--- src/hdl/dpb_pkg.sv ---
// Shared types, field widths, codes and constants for the differential drive balancer.
// No dependencies; every other file of the block imports this package.
package dpb_pkg;

  // Fixed field widths.
  localparam int SPEED_W    = 12;
  localparam int GAIN_W     = 10;
  localparam int MODE_W     = 2;
  localparam int TARGET_W   = 16;
  localparam int REQ_W      = 2;
  localparam int CFG_IDX_W  = 2;
  localparam int CFG_DATA_W = 16;

  // Defaults for the top-level parameters.
  localparam int COUNT_WIDTH_DEF = 16;
  localparam int SPEED_CLAMP_DEF = 400;

  // Register reset values.
  localparam logic [GAIN_W-1:0]   GAIN_P_RST = GAIN_W'(40);
  localparam logic [GAIN_W-1:0]   GAIN_D_RST = GAIN_W'(40);
  localparam logic [TARGET_W-1:0] TARGET_RST = TARGET_W'(1192);

  // Divide by the gain scale with a reciprocal multiply. The magnitude of the
  // gain sum is limited to MAG_W bits first; anything larger saturates the
  // speeds anyway. With a 27-bit shift the rounded-up reciprocal is exact for
  // every magnitude below 2**20.
  localparam longint GAIN_DIV    = 100;
  localparam int     MAG_W       = 20;
  localparam int     RECIP_SHIFT = 27;
  localparam int     RECIP_W     = 21;
  localparam logic [RECIP_W-1:0] RECIP_100 =
    RECIP_W'(((64'd1 << RECIP_SHIFT) + GAIN_DIV - 64'd1) / GAIN_DIV);
  localparam int QUO_W  = 14;
  localparam int ADJ_W  = QUO_W + 1;
  localparam int WIDE_W = ADJ_W + 1;

  // Request kinds on the input channel.
  typedef enum logic [REQ_W-1:0] {
    REQ_START = 2'd0,
    REQ_RIGHT = 2'd1,
    REQ_LEFT  = 2'd2,
    REQ_TICK  = 2'd3
  } req_t;

  // Turn modes; the unused code behaves as straight.
  localparam logic [MODE_W-1:0] MODE_STRAIGHT   = 2'd0;
  localparam logic [MODE_W-1:0] MODE_SPIN_RIGHT = 2'd1;
  localparam logic [MODE_W-1:0] MODE_SPIN_LEFT  = 2'd2;

  // Configuration register indexes.
  localparam logic [CFG_IDX_W-1:0] CFG_GAIN_P = 2'd0;
  localparam logic [CFG_IDX_W-1:0] CFG_GAIN_D = 2'd1;
  localparam logic [CFG_IDX_W-1:0] CFG_MODE   = 2'd2;
  localparam logic [CFG_IDX_W-1:0] CFG_TARGET = 2'd3;

  // What the speed stage does with a request.
  typedef enum logic [1:0] {
    OP_HOLD,
    OP_START,
    OP_TICK
  } op_t;

  typedef logic signed [SPEED_W-1:0] speed_t;

  // Control carried along the pipeline with each request.
  typedef struct packed {
    op_t    op;
    logic   done;
    speed_t start_right;
    speed_t start_left;
  } pipe_ctl_t;

endpackage

--- src/hdl/dpb_adj_scale.sv ---
// Middle pipeline stage: magnitude, saturation and divide-by-gain-scale of the PD sum.
// Depends on dpb_pkg for the reciprocal constant, widths and the pipeline control struct.
module dpb_adj_scale import dpb_pkg::*; #(
  parameter int SUM_W = 29
) (
  input  logic                    clk,
  input  logic                    en,
  input  pipe_ctl_t               in_ctl,
  input  logic signed [SUM_W-1:0] in_sum,
  output pipe_ctl_t               out_ctl,
  output logic                    out_neg,
  output logic [QUO_W-1:0]        out_quo
);

  logic [SUM_W-1:0]         mag;
  logic [MAG_W-1:0]         mag_sat;
  logic [MAG_W+RECIP_W-1:0] prod;

  // Work on the magnitude so the quotient truncates toward zero.
  assign mag     = in_sum[SUM_W-1] ? $unsigned(-in_sum) : $unsigned(in_sum);
  assign mag_sat = (|mag[SUM_W-1:MAG_W]) ? {MAG_W{1'b1}} : mag[MAG_W-1:0];
  assign prod    = mag_sat * RECIP_100;

  // Stage register; payload only, no reset needed.
  always_ff @(posedge clk) begin
    if (en) begin
      out_ctl <= in_ctl;
      out_neg <= in_sum[SUM_W-1];
      out_quo <= prod[RECIP_SHIFT +: QUO_W];
    end
  end

endmodule

--- src/hdl/differential_drive_pd_balancer.sv ---
// Top level of the two-wheel PD speed balancer: request decode, wheel counters and the
// PD sum, then the speed update. Depends on dpb_pkg and dpb_adj_scale.
//
// Usage:
//   Requests enter on the s_ channel: s_tuser carries the request kind (start, right
//   pulse, left pulse, control tick) and s_tdata the two start speeds, used by start
//   only. Every request produces exactly one result on the m_ channel: the current
//   right and left speed commands in m_tdata and the move-done flag in m_tuser.
//   Gains, turn mode and target count are written through cfg_we / cfg_index /
//   cfg_data while no request is in flight.
// Timing:
//   Three register stages: counters and PD products, scaling by the gain divisor,
//   speed update into the output register. A request passes through them in that
//   order. One request is taken every cycle while m_tready stays high; the speed
//   registers are written only in the last stage, so the feedback needs no forwarding.
// Reset (rst, synchronous): counts, history and speeds go to zero, the registers to
//   their defaults, and the pipeline empties.
// Stall: when m_tready is low the result holds; the two earlier stages still fill,
//   and s_tready drops only once all three stages hold a request.
module differential_drive_pd_balancer import dpb_pkg::*; #(
  parameter int COUNT_WIDTH = COUNT_WIDTH_DEF,
  parameter int SPEED_CLAMP = SPEED_CLAMP_DEF
) (
  input  logic                  clk,
  input  logic                  rst,
  // Requests
  input  logic                  s_tvalid,
  output logic                  s_tready,
  input  logic [23:0]           s_tdata,  // [11:0] start_speed_right, [23:12] start_speed_left
  input  logic [REQ_W-1:0]      s_tuser,  // [1:0] req_type
  // Results
  output logic                  m_tvalid,
  input  logic                  m_tready,
  output logic [23:0]           m_tdata,  // [11:0] speed_right, [23:12] speed_left
  output logic                  m_tuser,  // [0] move_done
  // Configuration writes
  input  logic                  cfg_we,
  input  logic [CFG_IDX_W-1:0]  cfg_index,
  input  logic [CFG_DATA_W-1:0] cfg_data
);

  localparam int ERR_W  = COUNT_WIDTH + 1;
  localparam int RATE_W = COUNT_WIDTH + 2;
  localparam int SUM_W  = COUNT_WIDTH + 13;
  localparam int CMP_W  = (COUNT_WIDTH > TARGET_W) ? COUNT_WIDTH : TARGET_W;
  localparam logic [COUNT_WIDTH-1:0] COUNT_MAX = {COUNT_WIDTH{1'b1}};
  localparam logic signed [WIDE_W-1:0] CLAMP_HI = WIDE_W'(SPEED_CLAMP);
  localparam logic signed [WIDE_W-1:0] SPD_MAX  = WIDE_W'((1 << (SPEED_W - 1)) - 1);
  localparam logic signed [WIDE_W-1:0] SPD_MIN  = WIDE_W'(-(1 << (SPEED_W - 1)));

  // Configuration registers
  logic [GAIN_W-1:0]   gain_p;
  logic [GAIN_W-1:0]   gain_d;
  logic [MODE_W-1:0]   turn_mode;
  logic [TARGET_W-1:0] target_ticks;

  // Wheel and history state
  logic [COUNT_WIDTH-1:0] count_right, count_right_next;
  logic [COUNT_WIDTH-1:0] count_left, count_left_next;
  logic [COUNT_WIDTH-1:0] prev_count_right, prev_count_right_next;
  logic [COUNT_WIDTH-1:0] prev_count_left, prev_count_left_next;
  logic signed [ERR_W-1:0] prev_error, prev_error_next;

  // Pipeline
  logic                    s_accept;
  logic                    a_valid, a_ready;
  pipe_ctl_t               a_ctl, a_ctl_next;
  logic signed [SUM_W-1:0] a_sum, sum_next;
  logic                    b_valid, b_ready;
  pipe_ctl_t               b_ctl;
  logic                    b_neg;
  logic [QUO_W-1:0]        b_quo;
  logic                    c_free;
  speed_t                  speed_right, speed_left;
  logic                    done_out;

  // Stage A datapath
  req_t                         req;
  logic                         done_now;
  logic [COUNT_WIDTH-1:0]       delta_right, delta_left;
  logic signed [ERR_W-1:0]      err;
  logic signed [RATE_W-1:0]     rate;
  logic signed [COUNT_WIDTH+11:0] prod_p;
  logic signed [COUNT_WIDTH+12:0] prod_d;

  // Stage C datapath
  logic signed [ADJ_W-1:0]  quo_s, adj;
  logic signed [WIDE_W-1:0] adj_w, right_w, left_w, right_new, left_new;

  function automatic speed_t sat_speed(input logic signed [WIDE_W-1:0] v);
    speed_t r;
    if (v > SPD_MAX) begin
      r = SPD_MAX[SPEED_W-1:0];
    end else if (v < SPD_MIN) begin
      r = SPD_MIN[SPEED_W-1:0];
    end else begin
      r = v[SPEED_W-1:0];
    end
    return r;
  endfunction

  // Handshake: each stage takes a new request when it is empty or moving on.
  assign c_free   = !m_tvalid || m_tready;
  assign b_ready  = !b_valid || c_free;
  assign a_ready  = !a_valid || b_ready;
  assign s_tready = a_ready;
  assign s_accept = s_tvalid && a_ready;

  // Configuration writes
  always_ff @(posedge clk) begin
    if (rst) begin
      gain_p       <= GAIN_P_RST;
      gain_d       <= GAIN_D_RST;
      turn_mode    <= MODE_STRAIGHT;
      target_ticks <= TARGET_RST;
    end else if (cfg_we) begin
      case (cfg_index)
        CFG_GAIN_P: gain_p       <= cfg_data[GAIN_W-1:0];
        CFG_GAIN_D: gain_d       <= cfg_data[GAIN_W-1:0];
        CFG_MODE:   turn_mode    <= cfg_data[MODE_W-1:0];
        CFG_TARGET: target_ticks <= cfg_data[TARGET_W-1:0];
        default: ;
      endcase
    end
  end

  // PD terms from the tick deltas; counts only grow between ticks, so deltas are never negative.
  assign req         = req_t'(s_tuser);
  assign done_now    = (CMP_W'(count_right) >= CMP_W'(target_ticks)) ||
                       (CMP_W'(count_left) >= CMP_W'(target_ticks));
  assign delta_right = count_right - prev_count_right;
  assign delta_left  = count_left - prev_count_left;
  assign err         = $signed({1'b0, delta_left}) - $signed({1'b0, delta_right});
  assign rate        = RATE_W'(err) - RATE_W'(prev_error);
  assign prod_p      = $signed({1'b0, gain_p}) * err;
  assign prod_d      = $signed({1'b0, gain_d}) * rate;
  assign sum_next    = SUM_W'(prod_p) + SUM_W'(prod_d);

  // Request decode and next state of the counters and history.
  always_comb begin
    count_right_next      = count_right;
    count_left_next       = count_left;
    prev_count_right_next = prev_count_right;
    prev_count_left_next  = prev_count_left;
    prev_error_next       = prev_error;
    a_ctl_next.op          = OP_HOLD;
    a_ctl_next.start_right = s_tdata[SPEED_W-1:0];
    a_ctl_next.start_left  = s_tdata[2*SPEED_W-1:SPEED_W];
    case (req)
      REQ_START: begin
        count_right_next      = '0;
        count_left_next       = '0;
        prev_count_right_next = '0;
        prev_count_left_next  = '0;
        prev_error_next       = '0;
        a_ctl_next.op         = OP_START;
      end
      REQ_RIGHT: begin
        count_right_next = (count_right == COUNT_MAX) ? count_right
                                                      : count_right + COUNT_WIDTH'(1);
      end
      REQ_LEFT: begin
        count_left_next = (count_left == COUNT_MAX) ? count_left
                                                    : count_left + COUNT_WIDTH'(1);
      end
      REQ_TICK: begin
        // Once the target is reached, ticks change nothing.
        if (!done_now) begin
          prev_count_right_next = count_right;
          prev_count_left_next  = count_left;
          prev_error_next       = err;
          a_ctl_next.op         = OP_TICK;
        end
      end
      default: ;
    endcase
    a_ctl_next.done = (CMP_W'(count_right_next) >= CMP_W'(target_ticks)) ||
                      (CMP_W'(count_left_next) >= CMP_W'(target_ticks));
  end

  // Stage A state and pipeline register
  always_ff @(posedge clk) begin
    if (rst) begin
      count_right      <= '0;
      count_left       <= '0;
      prev_count_right <= '0;
      prev_count_left  <= '0;
      prev_error       <= '0;
      a_valid          <= 1'b0;
    end else begin
      if (s_accept) begin
        count_right      <= count_right_next;
        count_left       <= count_left_next;
        prev_count_right <= prev_count_right_next;
        prev_count_left  <= prev_count_left_next;
        prev_error       <= prev_error_next;
      end
      if (a_ready) begin
        a_valid <= s_tvalid;
      end
    end
  end

  always_ff @(posedge clk) begin
    if (s_accept) begin
      a_ctl <= a_ctl_next;
      a_sum <= sum_next;
    end
  end

  // Stage B: divide by the gain scale.
  dpb_adj_scale #(
    .SUM_W (SUM_W)
  ) u_scale (
    .clk     (clk),
    .en      (b_ready),
    .in_ctl  (a_ctl),
    .in_sum  (a_sum),
    .out_ctl (b_ctl),
    .out_neg (b_neg),
    .out_quo (b_quo)
  );

  always_ff @(posedge clk) begin
    if (rst) begin
      b_valid <= 1'b0;
    end else if (b_ready) begin
      b_valid <= a_valid;
    end
  end

  // Stage C: apply the correction according to the turn mode.
  assign quo_s   = $signed({1'b0, b_quo});
  assign adj     = b_neg ? -quo_s : quo_s;
  assign adj_w   = WIDE_W'(adj);
  assign right_w = WIDE_W'(speed_right);
  assign left_w  = WIDE_W'(speed_left);

  always_comb begin
    case (turn_mode)
      MODE_SPIN_RIGHT: begin
        right_new = right_w - adj_w;
        left_new  = left_w - adj_w;
      end
      MODE_SPIN_LEFT: begin
        right_new = right_w + adj_w;
        left_new  = left_w + adj_w;
      end
      default: begin
        // Straight: opposite corrections, each limited from above.
        right_new = right_w + adj_w;
        left_new  = left_w - adj_w;
        if (right_new > CLAMP_HI) begin
          right_new = CLAMP_HI;
        end
        if (left_new > CLAMP_HI) begin
          left_new = CLAMP_HI;
        end
      end
    endcase
  end

  // Speed state doubles as the output register.
  always_ff @(posedge clk) begin
    if (rst) begin
      speed_right <= '0;
      speed_left  <= '0;
      m_tvalid    <= 1'b0;
    end else if (c_free) begin
      m_tvalid <= b_valid;
      if (b_valid) begin
        case (b_ctl.op)
          OP_START: begin
            speed_right <= b_ctl.start_right;
            speed_left  <= b_ctl.start_left;
          end
          OP_TICK: begin
            speed_right <= sat_speed(right_new);
            speed_left  <= sat_speed(left_new);
          end
          default: ;
        endcase
      end
    end
  end

  always_ff @(posedge clk) begin
    if (c_free && b_valid) begin
      done_out <= b_ctl.done;
    end
  end

  assign m_tdata = {speed_left, speed_right};
  assign m_tuser = done_out;

endmodule

--- config.mk ---
export PLATFORM = sky130hd
export DESIGN_NAME = differential_drive_pd_balancer
export DESIGN_NICKNAME = d
export VERILOG_FILES = /design/src/hdl/dpb_pkg.sv /design/src/hdl/dpb_adj_scale.sv /design/src/hdl/differential_drive_pd_balancer.sv
export SDC_FILE = /design/constraint.sdc
export NUM_CORES = 2
export LEC_CHECK = 0
export ABC_AREA = 1
export BUFFER_PORTS_ARGS = -buffer_cell sky130_fd_sc_hd__buf_2
export CAP_MARGIN = 20
export CORE_MARGIN = 2
export CORE_UTILIZATION = 60
export CTS_CLUSTER_DIAMETER = 30
export DETAILED_ROUTE_END_ITERATION = 7
export PLACE_DENSITY = 0.77
export SLEW_MARGIN = 20
export SYNTH_ARGS = -nofsm -noshare
export SYNTH_HDL_FRONTEND = slang
export SYNTH_HIERARCHICAL = 1
export SYNTH_SLANG_ARGS = --single-unit
export TNS_END_PERCENT = 1
--- constraint.sdc ---
create_clock -name clk -period 17.2 [get_ports clk]
set_input_delay 3.44 -clock clk [delete_from_list [all_inputs] [get_ports clk]]
set_output_delay 3.44 -clock clk [all_outputs]
set_load 0.05 [all_outputs]
==> flow_summary.yaml <==
critical_path:
  crit_end: "a_sum[28]$_DFFE_PP_"
  critPathKind: "reg2reg"
  cp.arrival_ns: 11.75
  critPathMaxStageDelay_ns: 0.56
  crit_path_start_kind: "flop"
  r2r_cells: 51
  worstPathMaxFanout: 10
  end_kind: "flop"
  r2r-end: "a_sum[28]$_DFFE_PP_"
  cp.required_ns: 17.53
  crit_path_start: "count_right[0]$_SDFFE_PP0P_"
  crit_slowest_cell: "fa_1"
  reg2reg_slack_ns: 5.78
  cpMostUsedCell: "fa_1"
  reg2reg_from: "count_right[0]$_SDFFE_PP0P_"
route:
  drc: 0
  dr_total_vias: 33764
  viasPerCell: 5.53
  routedWlPerCell_microns: 17.9
  drt-initial-drc-count: 2565
  routed_wl_mm: 109
  first_pass_iters: 5
  ant_nets: 0
grt:
  grt_use_total: 0.321
  grt_pass1_vias: 34375
  grt_max_degree: 70
  grt-ovfl-total: 0
  grt_pass1_wl_mm: 178
  antenna_found_initial: 1
placed_design:
  io_buffer_count: 75
  placed_area_sq_um: 41200
  place_congestion: 0.967
  place_hpwl_mm: 90.2
worst_hold_path:
  hold_path.class: "reg2reg"
synthesis:
  yosys-top-cells-count: "inv_1 (1116), nand2_1 (975), ha_1 (535)"
  ys_types: 65
  ys_seq_area_frac: 0.147
  syn_area_sq_um: 40100
  synth_area_leader_cell: "fa_1"
  yosys_most_used_dff: "dfxtp_1"
  ys_ff_latch: 245
  async_flop_share: 0
  synthesis.nets: 6237
  synth_top_cell_area_share: 0.251
  synth_edf_count: 99
  synth_area_leaders: "fa_1 (25%), ha_1 (17%), inv_1 (10%)"
  synth_warnings: 6
  syn_inst: 5150
  synth.most_common_cell: "inv_1"
  synth_area_per_cell_sq_um: 7.79
clocking:
  cts-resized-gates: 0
  cts_tree: "built"
  cts_buffers: 61
  cts_buffer_depth: 3
  htreeDepth: 2
  post_cts_buffers: 0
  clk_latency_ns: 0.66
  holdBufCountCts: 0
  cts-root-buf: "clkbuf_16"
  cts.clk_slew.worst_paths_ns: 0.05
  cts.sinks: 245
floorplanning:
  dieHeight_microns: 263
  die_w_microns: 263
  die_area_sq_um: 68900
  ios: 76
  core.rowCount: 94
  core_area_sq_um: 66000
  initial_core_util: 0.608
finish:
  final_area_sq_um: 43300
  seqCellArea_sq_um: 5900
  areaGrowthSynthToFinish_pct: 8.07
  nets: 6275
  multiInputGateArea_sq_um: 29300
  fillers: 5692
  drive_gt1_frac: 0.0691
  antenna_cells: 0
sta:
  rsz0062_at_grt: "no"
  tns_ns: 0
  clock_skew_ns: 0.0754
  setup_viol: 0
  hold_viol_final: 0
  fmax_ghz: 0.0876
  tightest_slew_ns: 1.13
  timing.final.crit_share: 0.664
  report.final.slew_viol_count: 0
  period_minus_slack_ns: 11.42
  slew_headroom: 0.244
run_status:
  status: "complete, no violations"
flow_run:
  max-cap-violations: 0
[cell families (layout without fill, tap and decap cells)]
logic type      count (synthesis)  count (layout)  share of synthesized area
flops                         245             245                      0.147
xor+xnor                      136             136                     0.0297
compound gates                672             672                     0.0958
simple gates                 1778            1778                      0.187
fa+ha+maj                    1038            1038                      0.418
mux                             1               1                   0.000250
buf+inv                      1280            1370                      0.123
[stage by stage]
| stage | setup slack [ns] | utilization | std cells | hold slack, ns |
|---|---|---|---|---|
| after global routing | 4.98 | 0.657 | 6104 | 0.423 |
| after detailed placement | 5.98 | 0.624 | 5989 | 0.405 |
| after floorplan | 7.15 | - | 5150 | 0.400 |
| after global placement | 6.28 | 0.624 | 5989 | 0.401 |
| final | 5.78 | 0.657 | 6104 | 0.412 |
| after CTS | 5.83 | 0.657 | 6104 | 0.413 |
[sequential cells by signal (all words and copies together), names as in the netlist]
register and count:
speed_left 12, count_right 16, b_valid 1, target_ticks 16, prev_error 17, a_sum 29
gain_p 10, m_tuser 1, prev_count_right 16, u_scale/out_quo 14, u_scale/out_neg 1, u_scale/out_ctl 27
a_ctl 27, a_valid 1, gain_d 10, prev_count_left 16, m_tvalid 1, turn_mode 2
count_left 16, speed_right 12
[final cells by class]
type,count,area share
tap,864,0.0249
clock inverter,46,0.0127
multi-input combinational,3625,0.676
sequential,245,0.136
inverter,1157,0.100
clock buffer,69,0.0373
timing repair buffer,98,0.0127
[how the worst min path moves through the flow]
stage / start / to / slack (ns) / cells after the start
finish: a_ctl[18]$_DFFE_PP_ / u_scale/out_ctl[18]$_DFFE_PP_ / 0.41 / 0
global route: a_ctl[18]$_DFFE_PP_ / u_scale/out_ctl[18]$_DFFE_PP_ / 0.42 / 0
CTS: a_ctl[18]$_DFFE_PP_ / u_scale/out_ctl[18]$_DFFE_PP_ / 0.41 / 0
detailed placement: a_ctl[18]$_DFFE_PP_ / u_scale/out_ctl[18]$_DFFE_PP_ / 0.40 / 0
global placement: a_ctl[25]$_DFFE_PP_ / u_scale/out_ctl[25]$_DFFE_PP_ / 0.40 / 0
floorplan: u_scale/out_ctl[24]$_DFFE_PP_ / m_tuser$_DFFE_PP_ / 0.40 / 0
[critical path, delay by kind of cell (launching register included)]
| family | cells | cell delay, ns |
|---|---|---|
| buffers and inverters | 8 | 0.92 |
| XOR/XNOR | 2 | 0.30 |
| AND/OR/NAND/NOR | 20 | 2.71 |
| AO/OA/AOI/OAI | 9 | 1.37 |
| adder cells (fa/ha/maj) | 12 | 5.40 |
| flip-flops | 1 | 0.38 |
[cell usage in the layout (no fill, tap or decap), drive strengths merged, types with 16 or more instances in the layout]
master,netlist,layout
o21a,17,17
clkbuf,81,69
a21oi,341,341
nand4,39,39
clkinv,17,34
edfxtp,99,99
nor2,440,440
o21bai,23,23
xnor2,44,44
nand2,999,999
fa,503,503
o211ai,16,16
o21ai,197,197
buf,42,98
nand3,207,207
dfxtp,146,146
nor3,45,45
xor2,92,92
or2,24,24
inv,1140,1149
ha,535,535
[routing by layer]
layer  up-vias  global-route usage  share of wire
met4         2               0.126          0.041
met5         -                   0       0.000082
met2      1166               0.551           0.47
met1     16208               0.411           0.42
met3       274              0.0453          0.067
li1      16114                   -              -
Power is left out: the tool's default activity adds up to more than one toggle a clock period on the data nets, which glitch-free logic cannot reach.
